==> src/jsu_pkg.sv <==
// Shared types and status codes for the JSON string unescaper.
`timescale 1ns / 1ps

package jsu_pkg;

  // String status codes carried on the result channel
  localparam logic [2:0] ST_BUSY      = 3'd0;
  localparam logic [2:0] ST_CLOSED    = 3'd1;
  localparam logic [2:0] ST_NO_QUOTE  = 3'd2;
  localparam logic [2:0] ST_BAD_ESC   = 3'd3;
  localparam logic [2:0] ST_BAD_HEX   = 3'd4;
  localparam logic [2:0] ST_BAD_SURR  = 3'd5;
  localparam logic [2:0] ST_CTRL_CHAR = 3'd6;

  // One decoded input byte: up to four output words
  typedef struct packed {
    logic [3:0][7:0] bytes;     // bytes[0] goes out first
    logic [1:0]      last_idx;  // index of the final word
    logic            has_data;
    logic [2:0]      status;
  } jsu_desc_t;

endpackage

==> src/jsu_front.sv <==
// Front end: escape decoder and UTF-8 encoder, one input word per cycle while take is high.
`timescale 1ns / 1ps

module jsu_front (
  input  logic              clk,
  input  logic              rst_n,
  input  logic              take,
  input  logic [7:0]        in_byte,
  output jsu_pkg::jsu_desc_t desc
);
  import jsu_pkg::*;

  typedef enum logic [2:0] {
    M_PLAIN, M_ESC, M_HEX1, M_NEED_BS, M_NEED_U, M_HEX2
  } mode_t;

  localparam logic [7:0] CH_QUOTE = 8'h22;
  localparam logic [7:0] CH_BSL   = 8'h5C;
  localparam logic [7:0] CH_SLASH = 8'h2F;
  localparam logic [7:0] CH_B     = 8'h62;
  localparam logic [7:0] CH_F     = 8'h66;
  localparam logic [7:0] CH_N     = 8'h6E;
  localparam logic [7:0] CH_R     = 8'h72;
  localparam logic [7:0] CH_T     = 8'h74;
  localparam logic [7:0] CH_U     = 8'h75;
  localparam logic [7:0] CH_SPACE = 8'h20;

  mode_t       mode_r, mode_nxt;
  logic [1:0]  cnt_r, cnt_nxt;
  logic [15:0] acc_r, acc_nxt;
  logic [9:0]  hi_r, hi_nxt;     // low ten bits of the pending high surrogate

  logic [4:0]  hex;              // {valid, nibble}
  logic [15:0] val;
  logic [20:0] cp;

  function automatic logic [4:0] hex_of(input logic [7:0] c);
    logic [4:0] r;
    r = 5'd0;
    if (c >= 8'h30 && c <= 8'h39) begin
      r = {1'b1, 4'(c - 8'h30)};
    end else if (c >= 8'h41 && c <= 8'h46) begin
      r = {1'b1, 4'(c - 8'h37)};
    end else if (c >= 8'h61 && c <= 8'h66) begin
      r = {1'b1, 4'(c - 8'h57)};
    end
    return r;
  endfunction

  function automatic jsu_desc_t one_byte(input logic [7:0] b);
    jsu_desc_t d;
    d = '0;
    d.bytes[0] = b;
    d.has_data = 1'b1;
    return d;
  endfunction

  function automatic jsu_desc_t status_only(input logic [2:0] st);
    jsu_desc_t d;
    d = '0;
    d.status = st;
    return d;
  endfunction

  function automatic jsu_desc_t utf8(input logic [20:0] u);
    jsu_desc_t d;
    d = '0;
    d.has_data = 1'b1;
    if (u <= 21'h7F) begin
      d.bytes[0] = u[7:0];
      d.last_idx = 2'd0;
    end else if (u <= 21'h7FF) begin
      d.bytes[0] = {3'b110, u[10:6]};
      d.bytes[1] = {2'b10, u[5:0]};
      d.last_idx = 2'd1;
    end else if (u <= 21'hFFFF) begin
      d.bytes[0] = {4'b1110, u[15:12]};
      d.bytes[1] = {2'b10, u[11:6]};
      d.bytes[2] = {2'b10, u[5:0]};
      d.last_idx = 2'd2;
    end else begin
      d.bytes[0] = {5'b11110, u[20:18]};
      d.bytes[1] = {2'b10, u[17:12]};
      d.bytes[2] = {2'b10, u[11:6]};
      d.bytes[3] = {2'b10, u[5:0]};
      d.last_idx = 2'd3;
    end
    return d;
  endfunction

  assign hex = hex_of(in_byte);
  assign val = {acc_r[11:0], hex[3:0]};
  // Surrogate pair to code point: ten bits each, plus the plane offset
  assign cp  = {1'b0, hi_r, val[9:0]} + 21'h10000;

  always_comb begin
    mode_nxt = mode_r;
    cnt_nxt  = cnt_r;
    acc_nxt  = acc_r;
    hi_nxt   = hi_r;
    desc     = status_only(ST_BUSY);
    unique case (mode_r)
      M_PLAIN: begin
        if (in_byte == CH_QUOTE) begin
          desc = status_only(ST_CLOSED);
        end else if (in_byte == 8'h00) begin
          desc = status_only(ST_NO_QUOTE);
        end else if (in_byte == CH_BSL) begin
          mode_nxt = M_ESC;
        end else if (in_byte < CH_SPACE) begin
          desc = status_only(ST_CTRL_CHAR);
        end else begin
          desc = one_byte(in_byte);
        end
      end
      M_ESC: begin
        mode_nxt = M_PLAIN;
        unique case (in_byte)
          CH_QUOTE: desc = one_byte(CH_QUOTE);
          CH_BSL:   desc = one_byte(CH_BSL);
          CH_SLASH: desc = one_byte(CH_SLASH);
          CH_B:     desc = one_byte(8'h08);
          CH_F:     desc = one_byte(8'h0C);
          CH_N:     desc = one_byte(8'h0A);
          CH_R:     desc = one_byte(8'h0D);
          CH_T:     desc = one_byte(8'h09);
          CH_U: begin
            mode_nxt = M_HEX1;
            cnt_nxt  = 2'd0;
            acc_nxt  = 16'd0;
          end
          default:  desc = status_only(ST_BAD_ESC);
        endcase
      end
      M_HEX1, M_HEX2: begin
        if (!hex[4]) begin
          desc = status_only(ST_BAD_HEX);
        end else if (cnt_r != 2'd3) begin
          acc_nxt = val;
          cnt_nxt = cnt_r + 2'd1;
        end else begin
          cnt_nxt = 2'd0;
          acc_nxt = 16'd0;
          if (mode_r == M_HEX1) begin
            if (val >= 16'hD800 && val <= 16'hDBFF) begin
              hi_nxt   = val[9:0];
              mode_nxt = M_NEED_BS;
            end else begin
              mode_nxt = M_PLAIN;
              desc     = utf8({5'd0, val});
            end
          end else if (val < 16'hDC00 || val > 16'hDFFF) begin
            desc = status_only(ST_BAD_SURR);
          end else begin
            hi_nxt   = 10'd0;
            mode_nxt = M_PLAIN;
            desc     = utf8(cp);
          end
        end
      end
      M_NEED_BS: begin
        if (in_byte != CH_BSL) begin
          desc = status_only(ST_BAD_SURR);
        end else begin
          mode_nxt = M_NEED_U;
        end
      end
      M_NEED_U: begin
        if (in_byte != CH_U) begin
          desc = status_only(ST_BAD_SURR);
        end else begin
          mode_nxt = M_HEX2;
          cnt_nxt  = 2'd0;
          acc_nxt  = 16'd0;
        end
      end
      default: begin
        mode_nxt = M_PLAIN;
        cnt_nxt  = 2'd0;
        acc_nxt  = 16'd0;
        hi_nxt   = 10'd0;
      end
    endcase
    // closing quote or any error drops the whole decode state
    if (desc.status != ST_BUSY) begin
      mode_nxt = M_PLAIN;
      cnt_nxt  = 2'd0;
      acc_nxt  = 16'd0;
      hi_nxt   = 10'd0;
    end
  end

  always_ff @(posedge clk) begin
    if (!rst_n) begin
      mode_r <= M_PLAIN;
      cnt_r  <= 2'd0;
      acc_r  <= 16'd0;
      hi_r   <= 10'd0;
    end else if (take) begin
      mode_r <= mode_nxt;
      cnt_r  <= cnt_nxt;
      acc_r  <= acc_nxt;
      hi_r   <= hi_nxt;
    end
  end

endmodule

==> src/jsu_queue.sv <==
// Short descriptor queue between the decoder and the output serialiser.
`timescale 1ns / 1ps

module jsu_queue #(
  parameter int DEPTH = 4
) (
  input  logic               clk,
  input  logic               rst_n,
  input  logic               push,
  input  jsu_pkg::jsu_desc_t push_data,
  input  logic               pop,
  output logic               full,
  output logic               not_empty,
  output jsu_pkg::jsu_desc_t head
);
  import jsu_pkg::*;

  localparam int PTR_W = $clog2(DEPTH);
  localparam int CNT_W = $clog2(DEPTH + 1);

  jsu_desc_t        slots_r [DEPTH];
  logic [PTR_W-1:0] wr_ptr_r, rd_ptr_r;
  logic [CNT_W-1:0] count_r, count_nxt;

  function automatic logic [PTR_W-1:0] bump(input logic [PTR_W-1:0] p);
    return (p == PTR_W'(DEPTH - 1)) ? '0 : p + PTR_W'(1);
  endfunction

  assign full      = (count_r == CNT_W'(DEPTH));
  assign not_empty = (count_r != '0);
  assign head      = slots_r[rd_ptr_r];

  always_comb begin
    count_nxt = count_r;
    if (push && !pop) begin
      count_nxt = count_r + CNT_W'(1);
    end else if (pop && !push) begin
      count_nxt = count_r - CNT_W'(1);
    end
  end

  always_ff @(posedge clk) begin
    if (!rst_n) begin
      wr_ptr_r <= '0;
      rd_ptr_r <= '0;
      count_r  <= '0;
    end else begin
      count_r <= count_nxt;
      if (push) begin
        wr_ptr_r <= bump(wr_ptr_r);
      end
      if (pop) begin
        rd_ptr_r <= bump(rd_ptr_r);
      end
    end
  end

  always_ff @(posedge clk) begin
    if (push) begin
      slots_r[wr_ptr_r] <= push_data;
    end
  end

endmodule

==> src/jsu_back.sv <==
// Back end: plays one descriptor out as one to four result words.
`timescale 1ns / 1ps

module jsu_back (
  input  logic               clk,
  input  logic               rst_n,
  input  logic               q_not_empty,
  input  jsu_pkg::jsu_desc_t q_head,
  output logic               q_pop,
  output logic               out_valid,
  input  logic               out_stall,
  output logic [7:0]         out_byte,
  output logic               out_has_data,
  output logic [2:0]         out_status,
  output logic               out_last_of_run
);
  import jsu_pkg::*;

  jsu_desc_t  cur_r;
  logic       busy_r;
  logic [1:0] idx_r;
  logic       taken;

  assign out_valid       = busy_r;
  assign out_byte        = cur_r.bytes[idx_r];
  assign out_has_data    = cur_r.has_data;
  assign out_status      = cur_r.status;
  assign out_last_of_run = (idx_r == cur_r.last_idx);

  assign taken = busy_r && !out_stall;
  // refill on the same edge the final word leaves
  assign q_pop = q_not_empty && (!busy_r || (taken && out_last_of_run));

  always_ff @(posedge clk) begin
    if (!rst_n) begin
      busy_r <= 1'b0;
      idx_r  <= 2'd0;
    end else if (q_pop) begin
      busy_r <= 1'b1;
      idx_r  <= 2'd0;
    end else if (taken) begin
      if (out_last_of_run) begin
        busy_r <= 1'b0;
        idx_r  <= 2'd0;
      end else begin
        idx_r <= idx_r + 2'd1;
      end
    end
  end

  always_ff @(posedge clk) begin
    if (q_pop) begin
      cur_r <= q_head;
    end
  end

endmodule

==> src/json_string_unescape_utf8_unit.sv <==
// Top level of the JSON string body unescaper with UTF-8 output.
`timescale 1ns / 1ps

// Takes the bytes of a JSON string body, one word per cycle, starting after
// the opening quote, and returns the unescaped text as UTF-8 bytes. Plain
// bytes pass through; the short escapes and \uXXXX (with surrogate pairs)
// are decoded, and each code point leaves as one to four result words.
// Every input word causes at least one result word; last_of_run marks its
// final one. A closing quote (status closed) or any error ends the string
// with a single status word and the block is ready for the next string.
// Rate: the decoder accepts one word per cycle whenever the descriptor
// queue (QUEUE_DEPTH entries) has room; the serialiser sends one result word
// per cycle while out_stall is low, so an input word that expands to k bytes
// holds the output for k result words, and the queue absorbs such bursts
// while escapes and hex digits (which produce only a busy word) let it
// drain. The first result of a word becomes valid once it has been written
// into the queue and then loaded into the serialiser's output register.
// in_stall is high exactly when the queue is full.

module json_string_unescape_utf8_unit #(
  parameter int QUEUE_DEPTH = 4   // 2 or more
) (
  input  logic       clk,
  input  logic       rst_n,
  input  logic       in_valid,
  output logic       in_stall,
  input  logic [7:0] in_byte,
  output logic       out_valid,
  input  logic       out_stall,
  output logic [7:0] out_byte,
  output logic       out_has_data,
  output logic [2:0] out_status,
  output logic       out_last_of_run
);
  import jsu_pkg::*;

  jsu_desc_t front_desc;
  jsu_desc_t q_head;
  logic      q_full;
  logic      q_not_empty;
  logic      q_pop;
  logic      in_take;

  assign in_stall = q_full;
  assign in_take  = in_valid && !q_full;

  // decoder: state advances only on an accepted word
  jsu_front u_front (
    .clk     (clk),
    .rst_n   (rst_n),
    .take    (in_take),
    .in_byte (in_byte),
    .desc    (front_desc)
  );

  jsu_queue #(
    .DEPTH (QUEUE_DEPTH)
  ) u_queue (
    .clk       (clk),
    .rst_n     (rst_n),
    .push      (in_take),
    .push_data (front_desc),
    .pop       (q_pop),
    .full      (q_full),
    .not_empty (q_not_empty),
    .head      (q_head)
  );

  // serialiser: holds the current descriptor as the output register
  jsu_back u_back (
    .clk             (clk),
    .rst_n           (rst_n),
    .q_not_empty     (q_not_empty),
    .q_head          (q_head),
    .q_pop           (q_pop),
    .out_valid       (out_valid),
    .out_stall       (out_stall),
    .out_byte        (out_byte),
    .out_has_data    (out_has_data),
    .out_status      (out_status),
    .out_last_of_run (out_last_of_run)
  );

endmodule

==> config.mk <==
export PLATFORM = sky130hd
export DESIGN_NAME = json_string_unescape_utf8_unit
export DESIGN_NICKNAME = d
export VERILOG_FILES = /design/src/jsu_pkg.sv /design/src/jsu_front.sv /design/src/jsu_queue.sv /design/src/jsu_back.sv /design/src/json_string_unescape_utf8_unit.sv
export SDC_FILE = /design/constraint.sdc
export NUM_CORES = 1
export LEC_CHECK = 0
export ABC_AREA = 1
export ABC_CLOCK_PERIOD_IN_PS = 4050
export BUFFER_PORTS_ARGS = -buffer_cell sky130_fd_sc_hd__buf_2
export CAP_MARGIN = 20
export CORE_ASPECT_RATIO = 1.75
export CORE_MARGIN = 4
export CORE_UTILIZATION = 55
export CTS_BUF_LIST = sky130_fd_sc_hd__clkbuf_8 sky130_fd_sc_hd__clkbuf_16
export DETAILED_ROUTE_END_ITERATION = 16
export PLACE_DENSITY = 0.74
export SLEW_MARGIN = 30
export SYNTH_ARGS = -nofsm -noshare
export SYNTH_HDL_FRONTEND = slang
export SYNTH_SLANG_ARGS = --single-unit
==> constraint.sdc <==
create_clock -name clk -period 4.05 [get_ports clk]
set_input_delay 0.81 -clock clk [delete_from_list [all_inputs] [get_ports clk]]
set_output_delay 0.81 -clock clk [all_outputs]
set_load 0.01 [all_outputs]
==> results of run 1 <==
metal layers:
metal	vias to the layer above	GRT usage, %	part of all wire (%)
met5	-	0	0
met4	0	15.8	6.9
met3	119	2.20	4.8
met2	328	48.1	53
met1	3808	27.8	35
li1	3842	-	-
cells in the mapped netlist (4+ instances only):
cell	n
a21oi_1	56
a22oi_1	4
buf_1	4
buf_4	4
buf_6	6
clkbuf_1	27
dfxtp_1	37
edfxtp_1	170
ha_1	13
inv_1	78
inv_2	21
nand2_1	140
nand2_2	16
nand3_1	53
nand3_2	4
nand4_1	13
nor2_1	175
nor2_2	12
nor3_1	24
o211ai_1	8
o21ai_0	109
o21ai_1	22
o22ai_1	50
sequential cells by signal, indices dropped and copies added (netlist names):
| register | count |
|---|---|
| u_front.acc_r | 12 |
| u_front.cnt_r | 2 |
| u_front.hi_r | 10 |
| u_front.mode_r | 3 |
| u_back.out_valid | 1 |
| u_back.cur_r | 30 |
| u_queue.wr_ptr_r | 2 |
| u_queue.count_r | 3 |
| u_back.out_has_data | 1 |
| u_back.out_status | 3 |
| u_queue.rd_ptr_r | 2 |
| u_back.idx_r | 2 |
| u_queue.slots_r | 136 |
area by class of cell:
type / instances / area [um2]
fill: 1521 / 6910
sequential: 207 / 5850
multi-input combinational: 736 / 3770
clock buffer: 21 / 503
inverter: 102 / 385
timing repair buffer: 48 / 295
tap: 234 / 293
clock inverter: 13 / 128
tightest hold or removal path, stage by stage, from the launching register on:
cell	delay [ns]
dfxtp_1	0.31
nand2_1	0.06
a21oi_1	0.06
worst min-delay path by stage:
stage                     start  cells past startpoint                to  slack (ns)
2_1_floorplan  u_front.cnt_r[1]                      2  u_front.cnt_r[1]        0.45
3_3_place_gp   u_front.cnt_r[1]                      2  u_front.cnt_r[1]        0.46
3_5_place_dp   u_front.cnt_r[1]                      2  u_front.cnt_r[1]        0.46
4_1_cts        u_front.cnt_r[1]                      2  u_front.cnt_r[1]        0.47
5_1_grt        u_front.cnt_r[1]                      2  u_front.cnt_r[1]        0.48
6_report       u_front.cnt_r[1]                      2  u_front.cnt_r[1]        0.47
cell families after synthesis:
family                     count (synthesis)
AOI/OAI and AO/OA                        266
xor gates and xnor gates                   6
adders and majority gates                 14
buffers and inverters                    145
DFF                                      207
and+or+nand+nor                          450
report_power, final:
part	switching, mW	total, mW	leakage (nW)	internal, mW
Combinational	1.79	2.49	1.99	0.704
Sequential	0.250	3.19	1.91	2.94
Clock	0.752	1.79	0.315	1.03
Total	2.79	7.46	4.21	4.68
==> metrics.yaml, run 1 <==
synthesis:
  synth_edf_count: 170
  muxShareOfSynthArea_pct: 0
  yosys.area_share.adder_pct: 1.79
  synthArstFlopShare_pct: 0
  yosys.area_share.xor_xnor_pct: 0.516
  avgSynthCellArea_um2: 9.37
  synth.area.top_cells: "edfxtp_1 50%, dfxtp_1 7.3%, nor2_1 6.4%, o21ai_0 5.4%, nand2_1 5.2%"
  synth_cells: 1088
  synth_compound_area_share_pct: 14.5
  synth_top_family_by_area: "simple AND/OR/NAND/NOR gates"
  synth.top_cell.area_share_pct: 50.1
  synth-main-ff-cell: "edfxtp_1"
  synth-simple-area-share_pct: 19.8
  synth-seq-cells: 207
  syn_nets: 1114
  synth_top_area_cell: "edfxtp_1"
  synth.distinct_cells: 48
  seq_area_frac_synth_pct: 57.4
  yosys_warnings: 0
  synthesis.area_mm2: 0.0102
critical_path:
  cp-endpoint: "u_queue.slots_r[1][11]"
  ff2ff_setup_slack_ns: 0.71
  critical_path_required_ns: 4.24
  reg2regPathDepth: 15
  critPathTopFamily: "simple AND/OR/NAND/NOR gates"
  startpoint_type: "input pin"
  endpoint_kind: "flip-flop"
  worst-setup-path-type: "in -> reg"
  cp_max_fo: 10
  path_common_cell: "nand2_1"
  cp-startpoint: "in_byte[1]"
  crit-reg2reg-capture: "u_queue.slots_r[1][11]"
  worstPathCellList: "buf_2, inv_1, ha_1, inv_1, nand2_1, nand2_1, nand2_1, nand2_2, nand2_1, nand2_2, nor2_1, nand2_1, o21ai_1, nand2_2, nand2_1, nand2_1, o21ai_1, o31ai_1, nand2_1, nand3_1"
  worstReg2RegStart: "u_front.hi_r[6]"
  crit_buf_inv: 3
  arrival_ns: 3.64
  slowest_delay_ns: 0.29
  worst_path_max_delay_cell: "o21ai_1"
  crit_cells: 20
clocking:
  cts.repair.resized: 0
  root_buffer: "clkbuf_16"
  clockBufferDepth: 3
  post_cts_buffers: 0
  htree_levels: 1
  cts_tree: "built"
  clkLatencyLatePin_ns: 0.49
  numClockSinks: 207
  numCtsBuffers: 19
  ctsHoldBuffers: 0
  clk_pin_slew_ns: 0.07
floorplanning:
  die_w_um: 111
  ioPinCount: 27
  die_h_um: 188
  core_area_mm2: 0.0181
  start_util_pct: 56.2
  die_area_mm2: 0.0209
  fp-row-count: 65
sta:
  relSlewSlack_pct: 46.8
  setup_viol: 0
  fin_skew_ns: 0.0176
  finalCriticalPeriod_ns: 3.45
  slew_violations: 0
  worstMarginPinSlew_ns: 0.798
  period_share_pct: 85.1
  fin_ws_ns: 0.602
  hold_slack_ns: 0.472
  rsz0062_at_grt: "false"
  max_freq_mhz: 290
  tns_ns: 0
  timing_hold_violations_final: 0
global_routing:
  grt_pass1_wl_um: 42400
  grt_pass1_vias: 8024
  overflow: 0
  grt_max_degree: 71
  grt_usage_pct: 25.8
  antenna_found_initial: 0
finish:
  final_layout_size_suffix_gt1_share_pct: 13.8
  nNetsFinal: 1140
  num_antenna_cells: 0
  layout.cells.non_filler: 1361
  mostFrequentLayoutCells: "170 x nor2_1, 170 x edfxtp_1, 140 x nand2_1, 109 x o21ai_0, 79 x inv_1"
  design_area_mm2: 0.0112
  syn_to_final_growth_pct: 10.1
  final_util_pct: 61.9
placed_design:
  io_buffer_count: 26
  place_inst: 1327
  dpl.hpwl_um: 19300
  dpl_worst_slack_ns: 0.236
  gp_congestion: 1.03
  dpl_cell_area_mm2: 0.0106
route:
  post_drt_wl_per_cell_um: 20.0
  dr.pass1.iters: 5
  via_per_inst: 5.95
  detail-route-antenna-nets: 0
  drt_iter0_markers: 664
  wl_um: 27200
  post-route-drc-count: 0
  vias: 8097
run_status:
  status: "complete, no violations"
worst_hold_path:
  hp-class: "reg -> reg"
run:
  maxCapViolations: 0
power:
  finalPower_mw: 7.46
  vdd_drop_max_v: 0.000677
  p_leak_nw: 4.21
  power_density_mw_per_mm2: 665
(Power assumes the default switching activity.)
==> run 2: changes to the inputs <==
--- a/config.mk
+++ b/config.mk
@@ -9,7 +9,6 @@
 export ABC_CLOCK_PERIOD_IN_PS = 4050
 export BUFFER_PORTS_ARGS = -buffer_cell sky130_fd_sc_hd__buf_2
 export CAP_MARGIN = 20
-export CORE_ASPECT_RATIO = 1.75
 export CORE_MARGIN = 4
 export CORE_UTILIZATION = 55
 export CTS_BUF_LIST = sky130_fd_sc_hd__clkbuf_8 sky130_fd_sc_hd__clkbuf_16
==> run 2 against run 1 <==
Final cell count shrank 0.15%. Routed wire length shrank 3.1%. Final area grew 1.7%. Sequential share of layout area shrank 0.89 points. Clock skew shrank 0.0035 ns. Largest power group unchanged. Maximum frequency grew 5.1%. Clock power grew 26%. Non-clock buffer count shrank 4. Clock-buffer cell count grew 3. Critical endpoint is now u_queue.slots_r[0][25].
==> metrics.yaml, run 2 (synthesis gave the netlist of run 1 again) <==
run_status:
  status: "complete, no violations"  # unchanged
finish:
  fill_cells: 1480  # was 1,521
  final_layout_size_suffix_gt1_share_pct: 14.1  # was 13.8%
  regMostFlops: "u_queue.slots_r"  # unchanged
  syn_to_final_growth_pct: 12.1  # was 10.1%
  nNetsFinal: 1140  # unchanged
  mostFrequentLayoutCells: "170 x nor2_1, 170 x edfxtp_1, 140 x nand2_1, 109 x o21ai_0, 79 x inv_1"  # unchanged
  num_antenna_cells: 0  # unchanged
  final_util_pct: 63.1  # was 61.9%
  largestRegisters: "u_queue.slots_r: 136 flops, u_back.cur_r: 30 flops, u_front.acc_r: 12 flops"  # unchanged
  largest_reg_flops: 136  # unchanged
route:
  dr.pass1.iters: 7  # was 5
  detail-route-antenna-nets: 0  # unchanged
  vias: 8126  # was 8,097
  via_per_inst: 5.98  # was 5.95
  wl_um: 26400  # was 27,200 um
  post-route-drc-count: 0  # unchanged
  post_drt_wl_per_cell_um: 19.4  # was 20.0 um
  drt_iter0_markers: 763  # was 664
sta:
  timing_hold_violations_final: 0  # unchanged
  max_freq_mhz: 305  # was 290 MHz
  rsz0062_at_grt: "false"  # unchanged
  period_share_pct: 81.0  # was 85.1%
  finalCriticalPeriod_ns: 3.28  # was 3.45 ns
  worstMarginPinSlew_ns: 0.765  # was 0.798 ns
  hold_slack_ns: 0.481  # was 0.472 ns
  tns_ns: 0  # unchanged
  fin_skew_ns: 0.0141  # was 0.0176 ns
  relSlewSlack_pct: 48.4  # was 46.8%
  setup_viol: 0  # unchanged
  slew_violations: 0  # unchanged
clocking:
  root_buffer: "clkbuf_16"  # unchanged
  cts.repair.resized: 0  # unchanged
  ctsHoldBuffers: 0  # unchanged
  clk_pin_slew_ns: 0.07  # about the same
  numCtsBuffers: 23  # was 19
  numClockSinks: 207  # unchanged
  htree_levels: 1  # unchanged
  cts_tree: "built"  # unchanged
  clockBufferDepth: 3  # unchanged
  post_cts_buffers: 0  # unchanged
  clkLatencyLatePin_ns: 0.50  # was 0.49 ns
placed_design:
  io_buffer_count: 26  # unchanged
  gp_congestion: 0.972  # was 1.03
  dpl.hpwl_um: 17700  # was 19,300 um
worst_hold_path:
  hp-class: "reg -> reg"  # unchanged
  hold_depth: 2  # unchanged
floorplanning:
  start_util_pct: 56.3  # was 56.2%
  die_h_um: 144  # was 188 um
  ioPinCount: 27  # unchanged
  die_area_mm2: 0.0208  # was 0.0209 mm2
  fp-row-count: 49  # was 65
  die_w_um: 144  # was 111 um
  core_area_mm2: 0.0181  # about the same
critical_path:
  critical_path_required_ns: 4.29  # was 4.24 ns
  worst_path_max_delay_cell: "a21oi_1"  # was o21ai_1
  arrival_ns: 3.52  # was 3.64 ns
  path_common_cell: "nand2_1"  # unchanged
  worst-setup-path-type: "in -> reg"  # unchanged
  startpoint_type: "input pin"  # unchanged
  endpoint_kind: "flip-flop"  # unchanged
  reg2regPathDepth: 12  # was 15
  crit_buf_inv: 5  # was 3
  worstPathCellList: "buf_2, inv_1, ha_1, inv_1, nand2_1, nand2_1, nand2_1, nand2_2, nand2_1, nand2_2, buf_4, nor2_1, nand4_1, nand2_1, nand2_1, nor2_4, inv_2, o22ai_1, nand2_1, a21oi_1"  # was buf_2, inv_1, ha_1, inv_1, nand2_1, nand2_1, nand2_1, nand2_2, nand2_1, nand2_2, nor2_1, nand2_1, o21ai_1, nand2_2, nand2_1, nand2_1, o21ai_1, o31ai_1, nand2_1, nand3_1
  slowest_delay_ns: 0.37  # was 0.29 ns
  cp_max_fo: 9  # was 10
  crit_cells: 20  # unchanged
  critPathTopFamily: "simple AND/OR/NAND/NOR gates"  # unchanged
power:
  p_leak_nw: 4.31  # was 4.21 nW
  finalPower_mw: 7.90  # was 7.46 mW
  vdd_drop_max_v: 0.000421  # was 0.000677 V
  power_density_mw_per_mm2: 692  # was 665 mW/mm2
global_routing:
  grt_pass1_vias: 7614  # was 8,024
  grt_pass1_wl_um: 41000  # was 42,400 um
  overflow: 0  # unchanged
  antenna_found_initial: 0  # unchanged
  grt_usage_pct: 25.4  # was 25.8%
  grt_max_degree: 71  # unchanged
run:
  maxCapViolations: 0  # unchanged
[run 2: path summary, 6_finish.rpt]
check                                      start                      to  slack, ns
worst max-delay path                  in_byte[1]  u_queue.slots_r[0][25]       0.77
worst min register to register  u_front.cnt_r[1]        u_front.cnt_r[1]       0.48
worst min-delay path            u_front.cnt_r[1]        u_front.cnt_r[1]       0.48
worst max register to register  u_front.acc_r[3]  u_queue.slots_r[0][25]       0.94
[run 2: per-layer routing]
| metal | share of wire [%] | vias to the layer above | track usage (%) |
|---|---|---|---|
| li1 | - | 3859 | - |
| met1 | 41 | 3851 | 34.6 |
| met2 | 49 | 364 | 43.4 |
| met3 | 7.6 | 52 | 3.24 |
| met4 | 2.2 | 0 | 6.59 |
| met5 | 0 | - | 0 |
[run 2: cell type report]
| cell class | instances | area [um2] | area share (%) |
|---|---|---|---|
| Clock buffer | 24 | 589 | 5.16 |
| Clock inverter | 17 | 245 | 2.15 |
| Inverter | 102 | 388 | 3.40 |
| Multi-Input combinational cell | 736 | 3770 | 33.0 |
| Sequential cell | 207 | 5850 | 51.2 |
| Tap cell | 229 | 287 | 2.51 |
| Timing Repair Buffer | 44 | 290 | 2.54 |
[run 2: stage by stage]
step                setup WS (ns)  std cells  instance area [um2]
floorplan                   0.568       1088                10200
global placement            0.343       1318                10600
detailed placement          0.295       1318                10600
CTS                         0.776       1359                11400
global route                0.419       1359                11400
finish                      0.768       1359                11400
[run 2: where the power goes]
part	switching [mW]	total (mW)	internal, mW
clock network	0.807	2.25	1.44
registers	0.250	3.19	2.94
logic	1.76	2.46	0.702
[run 2: worst register-to-register path, stage by stage (launching register included)]
cell and delay (ns):
dfxtp_1 0.50, clkinv_1 0.41, nor3_1 0.35, nand2_1 0.08, nor2_1 0.17, nand4_1 0.15, nand2_1 0.11, nand2_1 0.18
nor2_4 0.26, inv_2 0.10, o22ai_1 0.12, nand2_1 0.08, a21oi_1 0.37
